--- src/rtl/four_axis_stepper_sync_mover_macros.svh ---
// Assertion macros for the four-axis stepper mover.
// Included by the top level; no other dependencies.
`ifndef FOUR_AXIS_STEPPER_SYNC_MOVER_MACROS_SVH
`define FOUR_AXIS_STEPPER_SYNC_MOVER_MACROS_SVH

// Same-cycle implication, disabled during reset
`define STP4_ASSERT_NOW(label, clk, rst_n, ante, cons) \
    label: assert property (@(posedge clk) disable iff (!(rst_n)) (ante) |-> (cons)) \
        else $error("stp4 check failed");

// Next-cycle implication, disabled during reset
`define STP4_ASSERT_NEXT(label, clk, rst_n, ante, cons) \
    label: assert property (@(posedge clk) disable iff (!(rst_n)) (ante) |=> (cons)) \
        else $error("stp4 check failed");

`endif

--- src/rtl/stp4_pkg.sv ---
// Shared constants, codes and types of the four-axis stepper mover.
// No dependencies.
package stp4_pkg;

    // Channel count and fixed field widths
    localparam int NUM_CH          = 4;
    localparam int CH_BITS         = 2;
    localparam int BASE_BITS       = 10;
    localparam int MASK_BITS       = 4;
    localparam int CFG_IDX_BITS    = 1;
    localparam int POS_BITS_DEF    = 14;
    localparam int PERIOD_BITS_DEF = 16;

    // Register reset values
    localparam logic [BASE_BITS-1:0] BASE_RESET = 10'd150;
    localparam logic [MASK_BITS-1:0] MASK_RESET = 4'd6;

    // Configuration register indexes
    localparam logic [CFG_IDX_BITS-1:0] CFG_BASE_PERIOD = 1'b0;
    localparam logic [CFG_IDX_BITS-1:0] CFG_DIR_MASK    = 1'b1;

    // Input operation codes
    localparam logic OP_TARGET = 1'b0;
    localparam logic OP_TICK   = 1'b1;

    // Step sign codes
    localparam logic [1:0] SIGN_NONE  = 2'd0;
    localparam logic [1:0] SIGN_PLUS  = 2'd1;
    localparam logic [1:0] SIGN_MINUS = 2'd3;

    // Sequencer states
    typedef enum logic [2:0] {
        ST_IDLE,
        ST_DIST,
        ST_MUL,
        ST_DIV_START,
        ST_DIV_WAIT,
        ST_REPORT,
        ST_TICK
    } t_state;

endpackage

--- src/rtl/stp4_in_if.sv ---
// Input channel of the stepper mover: valid/ready plus the command beat.
// Depends on stp4_pkg for the default position width and the channel index width.
interface stp4_in_if #(
    parameter int POS_BITS = stp4_pkg::POS_BITS_DEF
);
    logic                              valid;
    logic                              ready;
    logic                              operation;
    logic signed [POS_BITS-1:0]        target_zero;
    logic signed [POS_BITS-1:0]        target_one;
    logic signed [POS_BITS-1:0]        target_two;
    logic signed [POS_BITS-1:0]        target_three;
    logic [stp4_pkg::CH_BITS-1:0]      tick_channel;

    modport source (
        output valid, operation, target_zero, target_one, target_two, target_three,
               tick_channel,
        input  ready
    );
    modport sink (
        input  valid, operation, target_zero, target_one, target_two, target_three,
               tick_channel,
        output ready
    );
endinterface

--- src/rtl/stp4_out_if.sv ---
// Result channel of the stepper mover: valid/ready plus one channel report.
// Depends on stp4_pkg for default widths.
interface stp4_out_if #(
    parameter int POS_BITS    = stp4_pkg::POS_BITS_DEF,
    parameter int PERIOD_BITS = stp4_pkg::PERIOD_BITS_DEF
);
    logic                              valid;
    logic                              ready;
    logic [stp4_pkg::CH_BITS-1:0]      channel;
    logic signed [POS_BITS-1:0]        position;
    logic [PERIOD_BITS-1:0]            step_period;
    logic                              dir_pin;
    logic                              moving;
    logic                              last;

    modport source (
        output valid, channel, position, step_period, dir_pin, moving, last,
        input  ready
    );
    modport sink (
        input  valid, channel, position, step_period, dir_pin, moving, last,
        output ready
    );
endinterface

--- src/rtl/stp4_div.sv ---
// Bit-serial restoring divider, one quotient bit per cycle.
// Standalone; used by the stepper mover top level.
module stp4_div #(
    parameter int NUM_W = 24,
    parameter int DEN_W = 14
) (
    input  logic             i_clk,
    input  logic             i_rst_n,
    input  logic             i_start,
    input  logic [NUM_W-1:0] i_dividend,
    input  logic [DEN_W-1:0] i_divisor,
    output logic             o_done,
    output logic [NUM_W-1:0] o_quotient
);
    localparam int CNT_W = $clog2(NUM_W);

    logic             r_busy;
    logic             r_done;
    logic [CNT_W-1:0] r_cnt;
    logic [DEN_W-1:0] r_rem;
    logic [DEN_W-1:0] r_den;
    // dividend bits shift out at the top while quotient bits shift in below
    logic [NUM_W-1:0] r_quo;

    logic [DEN_W:0]   w_trial;
    logic [DEN_W:0]   w_sub;
    logic             w_fit;
    logic [DEN_W-1:0] n_rem;

    // One trial subtraction per cycle
    always_comb begin
        w_trial = {r_rem, r_quo[NUM_W-1]};
        w_sub   = w_trial - {1'b0, r_den};
        w_fit   = (w_trial >= {1'b0, r_den});
        n_rem   = w_fit ? w_sub[DEN_W-1:0] : w_trial[DEN_W-1:0];
    end

    // Control: busy flag, bit counter, done pulse
    always_ff @(posedge i_clk) begin
        if (!i_rst_n) begin
            r_busy <= 1'b0;
            r_done <= 1'b0;
            r_cnt  <= '0;
        end else begin
            r_done <= 1'b0;
            if (i_start) begin
                r_busy <= 1'b1;
                r_cnt  <= '0;
            end else if (r_busy) begin
                if (r_cnt == CNT_W'(NUM_W - 1)) begin
                    r_busy <= 1'b0;
                    r_done <= 1'b1;
                end
                r_cnt <= r_cnt + 1'b1;
            end
        end
    end

    // Datapath: remainder and shared dividend/quotient shifter
    always_ff @(posedge i_clk) begin
        if (i_start) begin
            r_rem <= '0;
            r_den <= i_divisor;
            r_quo <= i_dividend;
        end else if (r_busy) begin
            r_rem <= n_rem;
            r_quo <= {r_quo[NUM_W-2:0], w_fit};
        end
    end

    assign o_done     = r_done;
    assign o_quotient = r_quo;

endmodule

--- src/rtl/four_axis_stepper_sync_mover.sv ---
// Four-axis stepper mover with synchronized arrival; uses stp4_pkg, stp4_div, the interfaces.
// Tick beat: ST_TICK loads the output register once the slot is free, then goes to ST_IDLE.
// Target beat: ST_DIST finds each channel's distance, ST_MUL scales the largest by the base
// period, then per channel a serial divide of this BASE_BITS+POS_BITS bit (24 at defaults)
// product by its distance, skipped at its aim, and a report; output stalls hold the report.
// Synchronous active-low reset clears all channel state and loads register defaults.
`include "four_axis_stepper_sync_mover_macros.svh"

module four_axis_stepper_sync_mover #(
    parameter int POS_BITS    = stp4_pkg::POS_BITS_DEF,
    parameter int PERIOD_BITS = stp4_pkg::PERIOD_BITS_DEF
) (
    input  logic                                i_clk,
    input  logic                                i_rst_n,
    stp4_in_if.sink                             i_in,
    stp4_out_if.source                          o_out,
    input  logic                                i_cfg_we,
    input  logic [stp4_pkg::CFG_IDX_BITS-1:0]   i_cfg_idx,
    input  logic [stp4_pkg::BASE_BITS-1:0]      i_cfg_data
);
    localparam int NUM_BITS  = stp4_pkg::BASE_BITS + POS_BITS;
    localparam int DIFF_BITS = POS_BITS + 1;
    localparam int QW        = (NUM_BITS > PERIOD_BITS) ? NUM_BITS : PERIOD_BITS;
    localparam logic [stp4_pkg::CH_BITS-1:0] LAST_CH = stp4_pkg::CH_BITS'(stp4_pkg::NUM_CH - 1);
    localparam logic [PERIOD_BITS-1:0] PERIOD_MAX = {PERIOD_BITS{1'b1}};

    stp4_pkg::t_state r_state, n_state;

    // Configuration
    logic [stp4_pkg::BASE_BITS-1:0] r_base;
    logic [stp4_pkg::MASK_BITS-1:0] r_mask;

    // Per-channel state
    logic [POS_BITS-1:0]         r_pos    [stp4_pkg::NUM_CH];
    logic [POS_BITS-1:0]         r_aim    [stp4_pkg::NUM_CH];
    logic [1:0]                  r_sign   [stp4_pkg::NUM_CH];
    logic [stp4_pkg::NUM_CH-1:0] r_act;
    logic [PERIOD_BITS-1:0]      r_period [stp4_pkg::NUM_CH];

    // Working registers of one item
    logic [POS_BITS-1:0]          r_tgt  [stp4_pkg::NUM_CH];
    logic [POS_BITS-1:0]          r_dist [stp4_pkg::NUM_CH];
    logic [POS_BITS-1:0]          r_maxd;
    logic [NUM_BITS-1:0]          r_num;
    logic [stp4_pkg::CH_BITS-1:0] r_ch;

    // Output register
    logic                         r_ovalid;
    logic [stp4_pkg::CH_BITS-1:0] r_o_ch;
    logic [POS_BITS-1:0]          r_o_pos;
    logic [PERIOD_BITS-1:0]       r_o_period;
    logic                         r_o_dir;
    logic                         r_o_mov;
    logic                         r_o_last;

    logic                          w_accept;
    logic                          w_slot;
    logic                          w_oload;
    logic                          w_div_start;
    logic                          w_div_done;
    logic [NUM_BITS-1:0]           w_quo;
    logic [QW-1:0]                 w_quo_ext;
    logic [PERIOD_BITS-1:0]        w_sat;
    logic signed [DIFF_BITS-1:0]   w_diff;
    logic signed [DIFF_BITS-1:0]   w_neg;
    logic [POS_BITS-1:0]           w_dist;
    logic                          w_gt;
    logic                          w_lt;
    logic [stp4_pkg::BASE_BITS-1:0] w_base_eff;
    logic [POS_BITS-1:0]           w_tk_pos;
    logic                          w_tk_act;
    logic [PERIOD_BITS-1:0]        w_tk_per;

    assign w_accept    = i_in.valid && i_in.ready;
    assign w_slot      = !r_ovalid || o_out.ready;
    assign i_in.ready  = (r_state == stp4_pkg::ST_IDLE);

    // Signed distance of the current channel
    always_comb begin
        w_diff = signed'({r_tgt[r_ch][POS_BITS-1], r_tgt[r_ch]})
               - signed'({r_pos[r_ch][POS_BITS-1], r_pos[r_ch]});
        w_neg  = -w_diff;
        w_dist = w_diff[DIFF_BITS-1] ? w_neg[POS_BITS-1:0] : w_diff[POS_BITS-1:0];
        w_lt   = w_diff[DIFF_BITS-1];
        w_gt   = !w_diff[DIFF_BITS-1] && (w_diff != '0);
    end

    // Zero base period counts as one
    assign w_base_eff = (r_base == '0) ? stp4_pkg::BASE_BITS'(1) : r_base;

    // Quotient saturation to the period width
    always_comb begin
        w_quo_ext = QW'(w_quo);
        w_sat     = (w_quo_ext > QW'(PERIOD_MAX)) ? PERIOD_MAX : PERIOD_BITS'(w_quo_ext);
    end

    // Tick update of the current channel
    always_comb begin
        w_tk_pos = r_pos[r_ch];
        w_tk_act = r_act[r_ch];
        w_tk_per = r_period[r_ch];
        if (r_act[r_ch]) begin
            if (r_pos[r_ch] == r_aim[r_ch]) begin
                w_tk_act = 1'b0;
                w_tk_per = '0;
            end else if (r_sign[r_ch] == stp4_pkg::SIGN_PLUS) begin
                w_tk_pos = r_pos[r_ch] + 1'b1;
            end else if (r_sign[r_ch] == stp4_pkg::SIGN_MINUS) begin
                w_tk_pos = r_pos[r_ch] - 1'b1;
            end
        end
    end

    // Shared serial divider
    stp4_div #(
        .NUM_W (NUM_BITS),
        .DEN_W (POS_BITS)
    ) u_div (
        .i_clk      (i_clk),
        .i_rst_n    (i_rst_n),
        .i_start    (w_div_start),
        .i_dividend (r_num),
        .i_divisor  (r_dist[r_ch]),
        .o_done     (w_div_done),
        .o_quotient (w_quo)
    );

    // Sequencer state register
    always_ff @(posedge i_clk) begin
        if (!i_rst_n) begin
            r_state <= stp4_pkg::ST_IDLE;
        end else begin
            r_state <= n_state;
        end
    end

    // Sequencer next state and strobes
    always_comb begin
        n_state     = r_state;
        w_div_start = 1'b0;
        w_oload     = 1'b0;
        unique case (r_state)
            stp4_pkg::ST_IDLE: begin
                if (w_accept) begin
                    n_state = (i_in.operation == stp4_pkg::OP_TICK) ?
                              stp4_pkg::ST_TICK : stp4_pkg::ST_DIST;
                end
            end
            stp4_pkg::ST_DIST: begin
                if (r_ch == LAST_CH) begin
                    n_state = stp4_pkg::ST_MUL;
                end
            end
            stp4_pkg::ST_MUL: begin
                n_state = stp4_pkg::ST_DIV_START;
            end
            stp4_pkg::ST_DIV_START: begin
                if (r_dist[r_ch] == '0) begin
                    n_state = stp4_pkg::ST_REPORT;
                end else begin
                    w_div_start = 1'b1;
                    n_state     = stp4_pkg::ST_DIV_WAIT;
                end
            end
            stp4_pkg::ST_DIV_WAIT: begin
                if (w_div_done) begin
                    n_state = stp4_pkg::ST_REPORT;
                end
            end
            stp4_pkg::ST_REPORT: begin
                if (w_slot) begin
                    w_oload = 1'b1;
                    n_state = (r_ch == LAST_CH) ? stp4_pkg::ST_IDLE : stp4_pkg::ST_DIV_START;
                end
            end
            stp4_pkg::ST_TICK: begin
                if (w_slot) begin
                    w_oload = 1'b1;
                    n_state = stp4_pkg::ST_IDLE;
                end
            end
            default: begin
                n_state = stp4_pkg::ST_IDLE;
            end
        endcase
    end

    // Channel state, configuration and working registers
    always_ff @(posedge i_clk) begin
        if (!i_rst_n) begin
            r_base <= stp4_pkg::BASE_RESET;
            r_mask <= stp4_pkg::MASK_RESET;
            r_act  <= '0;
            for (int c = 0; c < stp4_pkg::NUM_CH; c++) begin
                r_pos[c]    <= '0;
                r_aim[c]    <= '0;
                r_sign[c]   <= stp4_pkg::SIGN_NONE;
                r_period[c] <= '0;
            end
        end else begin
            // register writes
            if (i_cfg_we) begin
                unique case (i_cfg_idx)
                    stp4_pkg::CFG_BASE_PERIOD: r_base <= i_cfg_data;
                    stp4_pkg::CFG_DIR_MASK:    r_mask <= i_cfg_data[stp4_pkg::MASK_BITS-1:0];
                    default: ;
                endcase
            end

            unique case (r_state)
                stp4_pkg::ST_IDLE: begin
                    if (w_accept) begin
                        r_tgt[0] <= i_in.target_zero;
                        r_tgt[1] <= i_in.target_one;
                        r_tgt[2] <= i_in.target_two;
                        r_tgt[3] <= i_in.target_three;
                        r_maxd   <= '0;
                        r_ch     <= (i_in.operation == stp4_pkg::OP_TICK) ?
                                    i_in.tick_channel : '0;
                    end
                end
                stp4_pkg::ST_DIST: begin
                    // one channel per cycle: aim, sign, flag, distance, running max
                    r_aim[r_ch]  <= r_tgt[r_ch];
                    r_dist[r_ch] <= w_dist;
                    if (w_gt) begin
                        r_sign[r_ch] <= stp4_pkg::SIGN_PLUS;
                        r_act[r_ch]  <= 1'b1;
                    end else if (w_lt) begin
                        r_sign[r_ch] <= stp4_pkg::SIGN_MINUS;
                        r_act[r_ch]  <= 1'b1;
                    end else begin
                        r_act[r_ch]  <= 1'b0;
                    end
                    if (w_dist > r_maxd) begin
                        r_maxd <= w_dist;
                    end
                    r_ch <= r_ch + 1'b1;
                end
                stp4_pkg::ST_MUL: begin
                    r_num <= NUM_BITS'(w_base_eff) * NUM_BITS'(r_maxd);
                end
                stp4_pkg::ST_DIV_START: begin
                    if (r_dist[r_ch] == '0) begin
                        r_period[r_ch] <= '0;
                    end
                end
                stp4_pkg::ST_DIV_WAIT: begin
                    if (w_div_done) begin
                        r_period[r_ch] <= w_sat;
                    end
                end
                stp4_pkg::ST_REPORT: begin
                    if (w_slot) begin
                        r_ch <= r_ch + 1'b1;
                    end
                end
                stp4_pkg::ST_TICK: begin
                    if (w_slot) begin
                        r_pos[r_ch]    <= w_tk_pos;
                        r_act[r_ch]    <= w_tk_act;
                        r_period[r_ch] <= w_tk_per;
                    end
                end
                default: ;
            endcase
        end
    end

    // Output valid
    always_ff @(posedge i_clk) begin
        if (!i_rst_n) begin
            r_ovalid <= 1'b0;
        end else if (w_oload) begin
            r_ovalid <= 1'b1;
        end else if (o_out.ready) begin
            r_ovalid <= 1'b0;
        end
    end

    // Output payload: tick beats carry the updated channel state
    always_ff @(posedge i_clk) begin
        if (w_oload) begin
            r_o_ch  <= r_ch;
            r_o_dir <= (r_sign[r_ch] == stp4_pkg::SIGN_PLUS) ^ r_mask[r_ch];
            if (r_state == stp4_pkg::ST_TICK) begin
                r_o_pos    <= w_tk_pos;
                r_o_period <= w_tk_per;
                r_o_mov    <= w_tk_act;
                r_o_last   <= 1'b1;
            end else begin
                r_o_pos    <= r_pos[r_ch];
                r_o_period <= r_period[r_ch];
                r_o_mov    <= r_act[r_ch];
                r_o_last   <= (r_ch == LAST_CH);
            end
        end
    end

    assign o_out.valid       = r_ovalid;
    assign o_out.channel     = r_o_ch;
    assign o_out.position    = r_o_pos;
    assign o_out.step_period = r_o_period;
    assign o_out.dir_pin     = r_o_dir;
    assign o_out.moving      = r_o_mov;
    assign o_out.last        = r_o_last;

    // Checks
    `STP4_ASSERT_NOW(a_idle_no_period, i_clk, i_rst_n, r_ovalid && !r_o_mov, r_o_period == '0)
    `STP4_ASSERT_NOW(a_not_last_low_ch, i_clk, i_rst_n, r_ovalid && !r_o_last, r_o_ch != LAST_CH)
    `STP4_ASSERT_NOW(a_div_done_wait, i_clk, i_rst_n, w_div_done, r_state == stp4_pkg::ST_DIV_WAIT)
    `STP4_ASSERT_NEXT(a_accept_busy, i_clk, i_rst_n, w_accept, r_state != stp4_pkg::ST_IDLE)

endmodule
--- src/flat_wrapper.sv ---
// flat-port wrapper written by rule: the top's interface ports become plain ports
module four_axis_stepper_sync_mover_flat 
#(
    parameter int POS_BITS    = stp4_pkg::POS_BITS_DEF,
    parameter int PERIOD_BITS = stp4_pkg::PERIOD_BITS_DEF
)
  (i_clk, i_rst_n, i_cfg_we, i_cfg_idx, i_cfg_data, i_in_valid, i_in_operation, i_in_target_zero, i_in_target_one, i_in_target_two, i_in_target_three, i_in_tick_channel, i_in_ready, o_out_valid, o_out_channel, o_out_position, o_out_step_period, o_out_dir_pin, o_out_moving, o_out_last, o_out_ready);
  stp4_in_if #(.POS_BITS(POS_BITS)) i_in_i ();
  stp4_out_if #(.POS_BITS(POS_BITS), .PERIOD_BITS(PERIOD_BITS)) o_out_i ();
  input  logic i_clk;
  input  logic i_rst_n;
  input  logic i_cfg_we;
  input  logic [stp4_pkg::CFG_IDX_BITS-1:0] i_cfg_idx;
  input  logic [stp4_pkg::BASE_BITS-1:0] i_cfg_data;
  input wire logic [$bits(i_in_i.valid)-1:0] i_in_valid;
  input wire logic [$bits(i_in_i.operation)-1:0] i_in_operation;
  input wire logic [$bits(i_in_i.target_zero)-1:0] i_in_target_zero;
  input wire logic [$bits(i_in_i.target_one)-1:0] i_in_target_one;
  input wire logic [$bits(i_in_i.target_two)-1:0] i_in_target_two;
  input wire logic [$bits(i_in_i.target_three)-1:0] i_in_target_three;
  input wire logic [$bits(i_in_i.tick_channel)-1:0] i_in_tick_channel;
  output wire logic [$bits(i_in_i.ready)-1:0] i_in_ready;
  output wire logic [$bits(o_out_i.valid)-1:0] o_out_valid;
  output wire logic [$bits(o_out_i.channel)-1:0] o_out_channel;
  output wire logic [$bits(o_out_i.position)-1:0] o_out_position;
  output wire logic [$bits(o_out_i.step_period)-1:0] o_out_step_period;
  output wire logic [$bits(o_out_i.dir_pin)-1:0] o_out_dir_pin;
  output wire logic [$bits(o_out_i.moving)-1:0] o_out_moving;
  output wire logic [$bits(o_out_i.last)-1:0] o_out_last;
  input wire logic [$bits(o_out_i.ready)-1:0] o_out_ready;
  assign i_in_i.valid = i_in_valid;
  assign i_in_i.operation = i_in_operation;
  assign i_in_i.target_zero = i_in_target_zero;
  assign i_in_i.target_one = i_in_target_one;
  assign i_in_i.target_two = i_in_target_two;
  assign i_in_i.target_three = i_in_target_three;
  assign i_in_i.tick_channel = i_in_tick_channel;
  assign i_in_ready = i_in_i.ready;
  assign o_out_valid = o_out_i.valid;
  assign o_out_channel = o_out_i.channel;
  assign o_out_position = o_out_i.position;
  assign o_out_step_period = o_out_i.step_period;
  assign o_out_dir_pin = o_out_i.dir_pin;
  assign o_out_moving = o_out_i.moving;
  assign o_out_last = o_out_i.last;
  assign o_out_i.ready = o_out_ready;
  four_axis_stepper_sync_mover #(.POS_BITS(POS_BITS), .PERIOD_BITS(PERIOD_BITS)) u_core (.i_clk(i_clk), .i_rst_n(i_rst_n), .i_in(i_in_i), .o_out(o_out_i), .i_cfg_we(i_cfg_we), .i_cfg_idx(i_cfg_idx), .i_cfg_data(i_cfg_data));
endmodule
--- config.mk ---
export PLATFORM = sky130hd
export DESIGN_NAME = four_axis_stepper_sync_mover_flat
export DESIGN_NICKNAME = d
export VERILOG_FILES = /design/src/rtl/stp4_pkg.sv /design/src/rtl/stp4_in_if.sv /design/src/rtl/stp4_out_if.sv /design/src/rtl/stp4_div.sv /design/src/rtl/four_axis_stepper_sync_mover.sv /design/src/flat_wrapper.sv
export VERILOG_INCLUDE_DIRS = /design/src /design/src/rtl
export SDC_FILE = /design/constraint.sdc
export NUM_CORES = 1
export LEC_CHECK = 0
export ABC_AREA = 1
export BUFFER_PORTS_ARGS = -buffer_cell sky130_fd_sc_hd__buf_2
export CAP_MARGIN = 20
export CORE_ASPECT_RATIO = 1.2
export CORE_MARGIN = 2
export CORE_UTILIZATION = 35
export CTS_CLUSTER_SIZE = 28
export DETAILED_ROUTE_END_ITERATION = 10
export PLACE_DENSITY_LB_ADDON = 0.3
export SETUP_SLACK_MARGIN = 0.5
export SYNTH_ARGS = -nofsm -noshare
export SYNTH_HDL_FRONTEND = slang
export SYNTH_SLANG_ARGS = --single-unit
--- constraint.sdc ---
create_clock -name i_clk -period 7.05 [get_ports i_clk]
set_clock_uncertainty 0.15 [all_clocks]
set_input_delay 1.41 -clock i_clk [delete_from_list [all_inputs] [get_ports i_clk]]
set_output_delay 1.41 -clock i_clk [all_outputs]
set_load 0.02 [all_outputs]
==> results.yml, run 1 <==
status:
  status: "finished, final reports clean"
logic_synthesis:
  syn_avg_cell_area_um2: 8.89
  synthFlopType: "edfxtp_1"
  yosysWarnings: 0
  ys_ff_latch: 454
  postSynthCellCount: 3005
  ys_types: 52
  ys_seq_area_share_pct: 49.3
  async_flop_share_pct: 0
  syn_area_um2: 26700
  syn_nets: 3285
  synth_edf_count: 409
floorplan:
  std_cell_rows: 111
  die_x_um: 256
  start_util_pct: 35.2
  die_y_um: 307
  io_pins: 112
  dieArea_um2: 78600
  core_area_um2: 76000
cells_and_area:
  drive_gt1_share_pct: 9.19
  layout_common_cells: "nand2_1, edfxtp_1, inv_1"
  diodes: 0
  final_common_cell: "nand2_1"
  num-nets-final: 3351
  syn2layout_area_growth_pct: 11.8
min_path:
  min_to: "u_core.u_div.o_done"
  hp-start: "u_core.u_div.r_cnt[4]"
  hold_class: "register to register"
  hold_depth: 2
setup_path:
  r2r_cells: 20
  crit_type: "register to register"
  crit_buf_inv: 5
  cpMaxStageDelayCell: "dfxtp_1"
  reg2reg_to: "u_core.r_num[20]"
  r2r_setup_slack_ps: 1080
  arrival_ps: 6150
  required_ps: 7230
  cp_max_fo: 16
  crit_chain: "nand2_1 > fa_1 > inv_1 > fa_1 > inv_1 > fa_1 > inv_1 > fa_1 > inv_1 > fa_1 > inv_1 > ha_1 > nand2_1 > o21ai_0 > a21oi_1 > o21ai_0 > a21oi_1 > o21ai_0 > a21oi_1 > xor2_1"
  rr_startpoint: "u_core.r_base[2]"
  crit_path_max_incr_delay_ps: 700
  cp.depth: 20
  end_kind: "register"
  startpoint: "u_core.r_base[2]"
  cp_top_family: "adder cells"
  critPathLaunchType: "register"
routing:
  avgViaCountPerCell: 4.87
  wl_per_cell_um: 16.8
  drt-pass1-iter-count: 6
  drc_errors: 0
  ant_nets: 0
  vias: 20100
  dr.first_iter.drc_count: 1614
  totalWireLength_um: 69400
place:
  place_hpwl_um: 49700
  gp_congestion: 0.865
  port_buffers: 111
timing:
  setup_violations: 0
  worst_slew_pin_slew_ps: 1030
  layout_worst_path_cycle_share_pct: 84.7
  drv_slew: 0
  fin_tns_setup_ps: 0
  slew_headroom_pct: 31.0
  fmax_mhz: 167
  rsz0062_at_grt: "no"
  timing.final.hold_violations: 0
  layout_min_cycle_time_ps: 5970
clock_network:
  clk_pin_slew_ps: 70
  cts_tree: "yes"
  cts_buffer_depth: 3
  cts_setup_buffers: 0
  cts_buffers: 48
  cts-root-buf: "clkbuf_16"
  h-tree-depth: 2
  clock-sinks: 454
  clk_latency_ps: 600
grt:
  antenna_found_initial: 3
  grt_pass1_vias: 19800
  grt.overflow.total: 0
  grt_max_degree: 82
  grtUsageTotal_pct: 17.8
  grt_pass1_wl_um: 110000
run:
  cap_violations: 0
cells by family (layout without fill, tap and decap cells):
| kind of cell | after synthesis | after routing | share of synthesized area (%) |
|---|---|---|---|
| fa+ha+maj | 205 | 205 | 12.3 |
| simple gates | 1436 | 1436 | 21.8 |
| buf+inv | 541 | 647 | 8.20 |
| compound gates | 316 | 316 | 6.65 |
| xor+xnor | 53 | 53 | 1.76 |
| flops | 454 | 454 | 49.3 |
per-layer routing:
layer,part of all wire [%],vias up,global-route usage (%)
met4,3.0,6,6.22
met2,47,538,29.7
li1,-,9876,-
met1,44,9562,23.6
met5,0.052,-,0
met3,5.5,130,2.66
synthesized netlist by cell type, types with 9 or more instances:
library cell | instances | area, um^2
fa_1 | 96 | 1920
o21ai_1 | 26 | 130
buf_6 | 14 | 158
edfxtp_1 | 409 | 12300
buf_2 | 28 | 140
nand2_1 | 891 | 3340
o21ai_0 | 90 | 450
xnor2_1 | 16 | 140
nand4_1 | 19 | 119
dfxtp_1 | 45 | 901
clkbuf_1 | 70 | 263
a21oi_2 | 10 | 87.6
nand2_2 | 9 | 56.3
xor2_1 | 36 | 315
nor2_1 | 295 | 1110
inv_1 | 397 | 1490
inv_2 | 15 | 56.3
a21oi_1 | 137 | 686
a32oi_1 | 16 | 140
ha_1 | 109 | 1360
nand3_1 | 169 | 846
nor3_1 | 26 | 130
worst max-delay path by stage:
stage                          to  slack [ps]
2_1_floorplan  u_core.r_tgt[0][0]         890
3_3_place_gp    u_core.r_maxd[13]        1020
3_5_place_dp     u_core.r_maxd[1]         960
4_1_cts          u_core.r_maxd[5]         920
5_1_grt          u_core.r_maxd[6]         610
6_report         u_core.r_num[20]        1080
layout make-up:
cell class / instances / area [um^2]
clock buffers: 59 / 1350
inverters: 417 / 1570
clock inverters: 31 / 320
repair buffers: 140 / 786
well taps: 1017 / 1270
fillers: 7616 / 46100
multi-input cells: 2010 / 11400
flip-flops and latches: 454 / 13200
timing repair:
action,in CTS,in global routing
resized for setup,0,2
endpoints found under the setup margin,0,14
hold buffers,0,0
endpoints found under the hold margin,0,0
per-stage QoR:
step           hold WS, ps  cells  instance area, um^2  utilization (%)  setup WS [ps]
6_report               327   4128                29900             39.3           1080
5_1_grt                362   4128                29900             39.3            614
4_1_cts                338   4128                29900             39.3            915
3_5_place_dp           330   4038                28200             37.1            958
3_3_place_gp           321   4038                28200             37.1           1020
2_1_floorplan          280   3005                26700                -            888
worst register-to-register path: stages, from the launching register on:
cell and delay [ps]:
dfxtp_1 700, nand2_1 160, fa_1 530, inv_1 50
fa_1 510, inv_1 60, fa_1 490, inv_1 60
fa_1 530, inv_1 50, fa_1 530, inv_1 40
ha_1 340, nand2_1 80, o21ai_0 160, a21oi_1 90
o21ai_0 390, a21oi_1 180, o21ai_0 360, a21oi_1 140
xor2_1 160
flip-flops by register name (all words and copies together) (netlist names), 16 cells and up, named ones only:
signal and cells:
u_core.o_out.step_period 16, u_core.r_aim 56, u_core.r_dist 56, u_core.r_num 24, u_core.r_period 64, u_core.r_pos 56, u_core.r_tgt 56, u_core.u_div.o_quotient 24
Power of run 1 is not shown: default switching activity piles up to over one toggle a cycle in this logic, so the estimate is an artifact.
==> run 2, diff against run 1 <==
==> constraint.sdc (replaced) <==
create_clock -name i_clk -period 4.9 [get_ports i_clk]
set_clock_uncertainty 0.15 [all_clocks]
set_input_delay 0.98 -clock i_clk [delete_from_list [all_inputs] [get_ports i_clk]]
set_output_delay 0.98 -clock i_clk [all_outputs]
set_load 0.02 [all_outputs]
==> run 2 against run 1 <==
Against the previous run: the run now ends with setup timing left; sequential share of layout area is 4.0 points lower; critical path depth increased by 2; design area increased by 10%; non-clock buffer count is 238 higher; hold slack gained 8.9 ps; via count is 4.0% higher; maximum frequency grew 18%; die area did not move; clock-buffer cell count decreased by 5; utilization rose by 3.9 points; setup slack lost 1200 ps; global-route usage rose by 0.11 points; critical path type unchanged; highest routed layer is now met4.
==> results.yml, run 2 (synthesized netlist as in run 1, its figures left out) <==
status:
  status: "finished, violations left"
  violations: "setup timing"
clock_network:
  h-tree-depth: 2
  clk_latency_ps: 620
  clk_pin_slew_ps: 60
  cts_buffers: 47
  clock-sinks: 454
  cts_tree: "yes"
  cts-root-buf: "clkbuf_16"
  cts_buffer_depth: 3
cells_and_area:
  regMostFlops: "u_core.r_period"
  num-nets-final: 3588
  drive_gt1_share_pct: 20.5
  final_common_cell: "nand2_1"
  layout_common_cells: "nand2_1, edfxtp_1, inv_1"
  largest_reg_flops: 64
  syn2layout_area_growth_pct: 23.0
  final_cell_area_um2: 32900
routing:
  ant_nets: 0
  totalWireLength_um: 71700
  wl_per_cell_um: 16.4
  vias: 20900
  avgViaCountPerCell: 4.79
  drc_errors: 0
  dr.first_iter.drc_count: 1321
  drt-pass1-iter-count: 5
place:
  gp_congestion: 0.889
  port_buffers: 111
  place_hpwl_um: 50700
  placed_area_um2: 30100
setup_path:
  critPathLaunchType: "register"
  required_ps: 5090
  r2r_cells: 22
  end_kind: "register"
  cp_common_cell: "fa_1"
  crit_type: "register to register"
  arrival_ps: 5260
  cp_max_fo: 5
  cpMaxStageDelayCell: "fa_1"
  cp.depth: 22
  cp_top_family: "adder cells"
  crit_path_max_incr_delay_ps: 550
  crit_chain: "nand2_1 > inv_1 > fa_2 > fa_1 > inv_1 > fa_1 > inv_2 > fa_1 > inv_2 > fa_1 > inv_2 > ha_4 > buf_4 > nand2_4 > o21ai_2 > a21oi_2 > o21ai_2 > a21oi_2 > buf_4 > buf_6 > buf_6 > xnor2_2"
  crit_buf_inv: 9
grt:
  grt.overflow.total: 0
  grtUsageTotal_pct: 17.9
  grt_pass1_wl_um: 111000
  grt_pass1_vias: 20200
  antenna_found_initial: 4
  grt_max_degree: 94
floorplan:
  start_util_pct: 35.2
  std_cell_rows: 111
  die_x_um: 256
  io_pins: 112
  dieArea_um2: 78600
  core_area_um2: 76000
  die_y_um: 307
timing:
  layout_min_cycle_time_ps: 5060
  drv_slew: 0
  whs_ps: 336
  layout_worst_path_cycle_share_pct: 103
  setup_violations: 8
  worst_slew_pin_slew_ps: 885
  slew_headroom_pct: 40.8
  timing.final.hold_violations: 0
  rsz0062_at_grt: "yes"
  fmax_mhz: 198
  layout_setup_ws_ps: -163
run:
  cap_violations: 0
min_path:
  hold_depth: 2
  hold_class: "register to register"
==> run 2: repair_timing <==
action,in CTS,in global routing
hold buffers,0,0
resized for setup,66,102
setup buffers,17,26
gates cloned,0,5
endpoints found under the setup margin,32,48
pin swaps,36,37
==> run 2: worst min-delay path: stages, from the launching register on <==
cell and delay, ps:
dfxtp_1 320, nand2_1 70, a21oi_1 50
==> run 2: layout make-up <==
cell class | instances | area [um^2]
antenna | 3 | 7.51
multi-input combinational | 2010 | 12300
clock inverter | 33 | 427
fill | 7430 | 43100
timing repair buffer | 378 | 2890
inverter | 417 | 1590
tap | 1017 | 1270
sequential | 454 | 13200
clock buffer | 54 | 1200
==> run 2: stage by stage <==
stage	TNS, ps	setup WS, ps	std cells	util (%)
after floorplan	0	38.7	3005	-
after global placement	-1710	-224	4227	39.6
after detailed placement	-1420	-241	4227	39.6
after CTS	-425	-101	4331	42.2
after global routing	-3240	-401	4366	43.3
final	-710	-163	4366	43.3
==> run 2: final timing paths <==
| kind | to | slack, ps | startpoint |
|---|---|---|---|
| worst max-delay path | u_core.r_num[16] | -160 | u_core.r_maxd[1] |
| worst min-delay path | u_core.u_div.r_rem[5] | 340 | u_core.u_div.r_rem[5] |
| worst max register to register | u_core.r_num[16] | -160 | u_core.r_maxd[1] |
| worst min register to register | u_core.u_div.r_rem[5] | 340 | u_core.u_div.r_rem[5] |
==> run 2: per-layer routing <==
| layer | part of all wire, % | global-route usage (%) | routed length [um] | up-vias |
|---|---|---|---|---|
| met1 | 43 | 23.1 | 30500 | 9935 |
| met2 | 49 | 31.4 | 35400 | 521 |
| met4 | 2.8 | 5.10 | 1990 | 0 |
| met3 | 5.3 | 2.42 | 3800 | 112 |
| li1 | - | - | - | 10300 |
| met5 | 0 | 0 | 0 | - |
Power of run 2 is left out for the same reason.
==> run 3, diff against run 2 <==
--- a/config.mk
+++ b/config.mk
@@ -7,7 +7,7 @@
 export NUM_CORES = 1
 export LEC_CHECK = 0
 export ABC_AREA = 1
-export BUFFER_PORTS_ARGS = -buffer_cell sky130_fd_sc_hd__buf_2
+export BUFFER_PORTS_ARGS = -buffer_cell sky130_fd_sc_hd__clkbuf_2
 export CAP_MARGIN = 20
 export CORE_ASPECT_RATIO = 1.2
 export CORE_MARGIN = 2
==> run 3 against run 2 <==
Against the previous run: the flow still finishes with violations (setup timing); flip-flop and latch count is the same; first-iteration DRC count grew 0.23%; design area grew 1.3%.
==> results.yml, run 3 (synthesized netlist as in run 1, its figures left out) <==
setup_path:
  critPathLaunchType: "register"
  cpMaxStageDelayCell: "fa_1"
  crit_type: "register to register"
  crit_path_max_incr_delay_ps: 550
  cp_max_fo: 3
  crit_buf_inv: 5
  cp_top_family: "adder cells"
  cp_common_cell: "fa_1"
  end_kind: "register"
  required_ps: 5090
  arrival_ps: 5230
  crit_chain: "buf_4 > buf_6 > nand2_2 > inv_2 > fa_1 > fa_1 > fa_1 > fa_1 > inv_2 > fa_1 > inv_2 > ha_4 > nand2_4 > nor2_4 > nand2_1 > o21a_1 > o21bai_1 > nand3_1 > nand2_1 > nand2_1 > nand2_1 > xor2_1"
floorplan:
  die_x_um: 256
  die_y_um: 307
  io_pins: 112
  core_area_um2: 76000
  std_cell_rows: 111
  dieArea_um2: 78600
  start_util_pct: 35.2
clock_network:
  cts-root-buf: "clkbuf_16"
  h-tree-depth: 2
  clock-sinks: 454
  cts_buffer_depth: 3
  clk_latency_ps: 620
  cts_tree: "yes"
  clk_pin_slew_ps: 60
  cts_buffers: 48
grt:
  grt.overflow.total: 0
  grt_pass1_wl_um: 114000
  antenna_found_initial: 0
  grt_max_degree: 71
  grtUsageTotal_pct: 18.4
  grt_pass1_vias: 20900
cells_and_area:
  num-nets-final: 3636
  layout_common_cells: "nand2_1, edfxtp_1, inv_1"
  largest_reg_flops: 64
  fillers: 7362
  syn2layout_area_growth_pct: 24.6
  diodes: 0
  drive_gt1_share_pct: 21.5
  final_cell_area_um2: 33300
  layout.cells.non_filler: 4413
  regMostFlops: "u_core.r_period"
  final_common_cell: "nand2_1"
timing:
  whs_ps: 323
  layout_min_cycle_time_ps: 5040
  layout_setup_ws_ps: -138
  layout_worst_path_cycle_share_pct: 103
  slew_headroom_pct: 41.8
  timing.final.hold_violations: 0
  rsz0062_at_grt: "yes"
  drv_slew: 0
  worst_slew_pin_slew_ps: 871
  fmax_mhz: 198
  setup_violations: 8
status:
  status: "finished, violations left"
  violations: "setup timing"
place:
  placed_area_um2: 30100
  gp_congestion: 0.891
  dp_slack_ps: -278
  placedCellCount: 4234
  port_buffers: 111
  place_hpwl_um: 51200
min_path:
  hold_class: "register to register"
routing:
  ant_nets: 0
  avgViaCountPerCell: 4.76
  dr.first_iter.drc_count: 1324
  wl_per_cell_um: 16.5
  drt-pass1-iter-count: 6
  totalWireLength_um: 72700
  vias: 21000
  drc_errors: 0
run:
  cap_violations: 0
==> run 3: cell types whose count changed in the layout (fill, tap and decap cells not counted), sizes merged <==
cell,before,now
clkbuf,59,178
buf,373,312
bufinv,8,2
diode,3,0
clkinvlp,4,2
bufbuf,0,1
clkinv,23,22
==> run 3: worst paths after layout <==
path,startpoint,endpoint,slack (ps),cells past startpoint
min reg2reg,u_core.u_div.r_cnt[4],u_core.u_div.o_done,320,2
min,u_core.u_div.r_cnt[4],u_core.u_div.o_done,320,2
max,u_core.r_maxd[9],u_core.r_num[23],-140,22
max reg2reg,u_core.r_maxd[9],u_core.r_num[23],-140,22
==> run 3: timing repair <==
action                                  in CTS  in global routing
hold buffers                                 0                  0
gates cloned                                 3                  1
resized for setup                          111                 85
pin swaps                                   59                 62
endpoints found under the setup margin      32                 52
buffers inserted                            65                 18
==> run 3: tightest hold or removal path: cells and delay by family (launching register included) <==
| kind | cells | cell delay [ps] |
|---|---|---|
| buffers and inverters | 1 | 70 |
| DFF | 1 | 320 |
| and+or+nand+nor | 1 | 50 |
==> run 3: cell type report <==
type / count / area [um^2] / area share, %
well taps: 1017 / 1270 / 3.82
clock buffers: 66 / 1330 / 4.00
repair buffers: 425 / 3390 / 10.2
flip-flops and latches: 454 / 13200 / 39.6
clock inverters: 24 / 235 / 0.706
inverters: 417 / 1600 / 4.79
multi-input cells: 2010 / 12300 / 36.9
==> run 3: metrics by stage <==
stage | utilization, % | setup TNS, ps
3_3_place_gp | 39.6 | -2280
4_1_cts | 43.1 | -367
2_1_floorplan | - | 0
3_5_place_dp | 39.6 | -1980
5_1_grt | 43.9 | -3570
6_report | 43.9 | -667
==> run 3: metal layers <==
layer	GRT usage, %	part of all wire, %
met1	23.1	43
met2	32.3	49
met3	2.70	4.7
met4	6.49	3.3
met5	0	0
Power of run 3 is left out for the same reason.
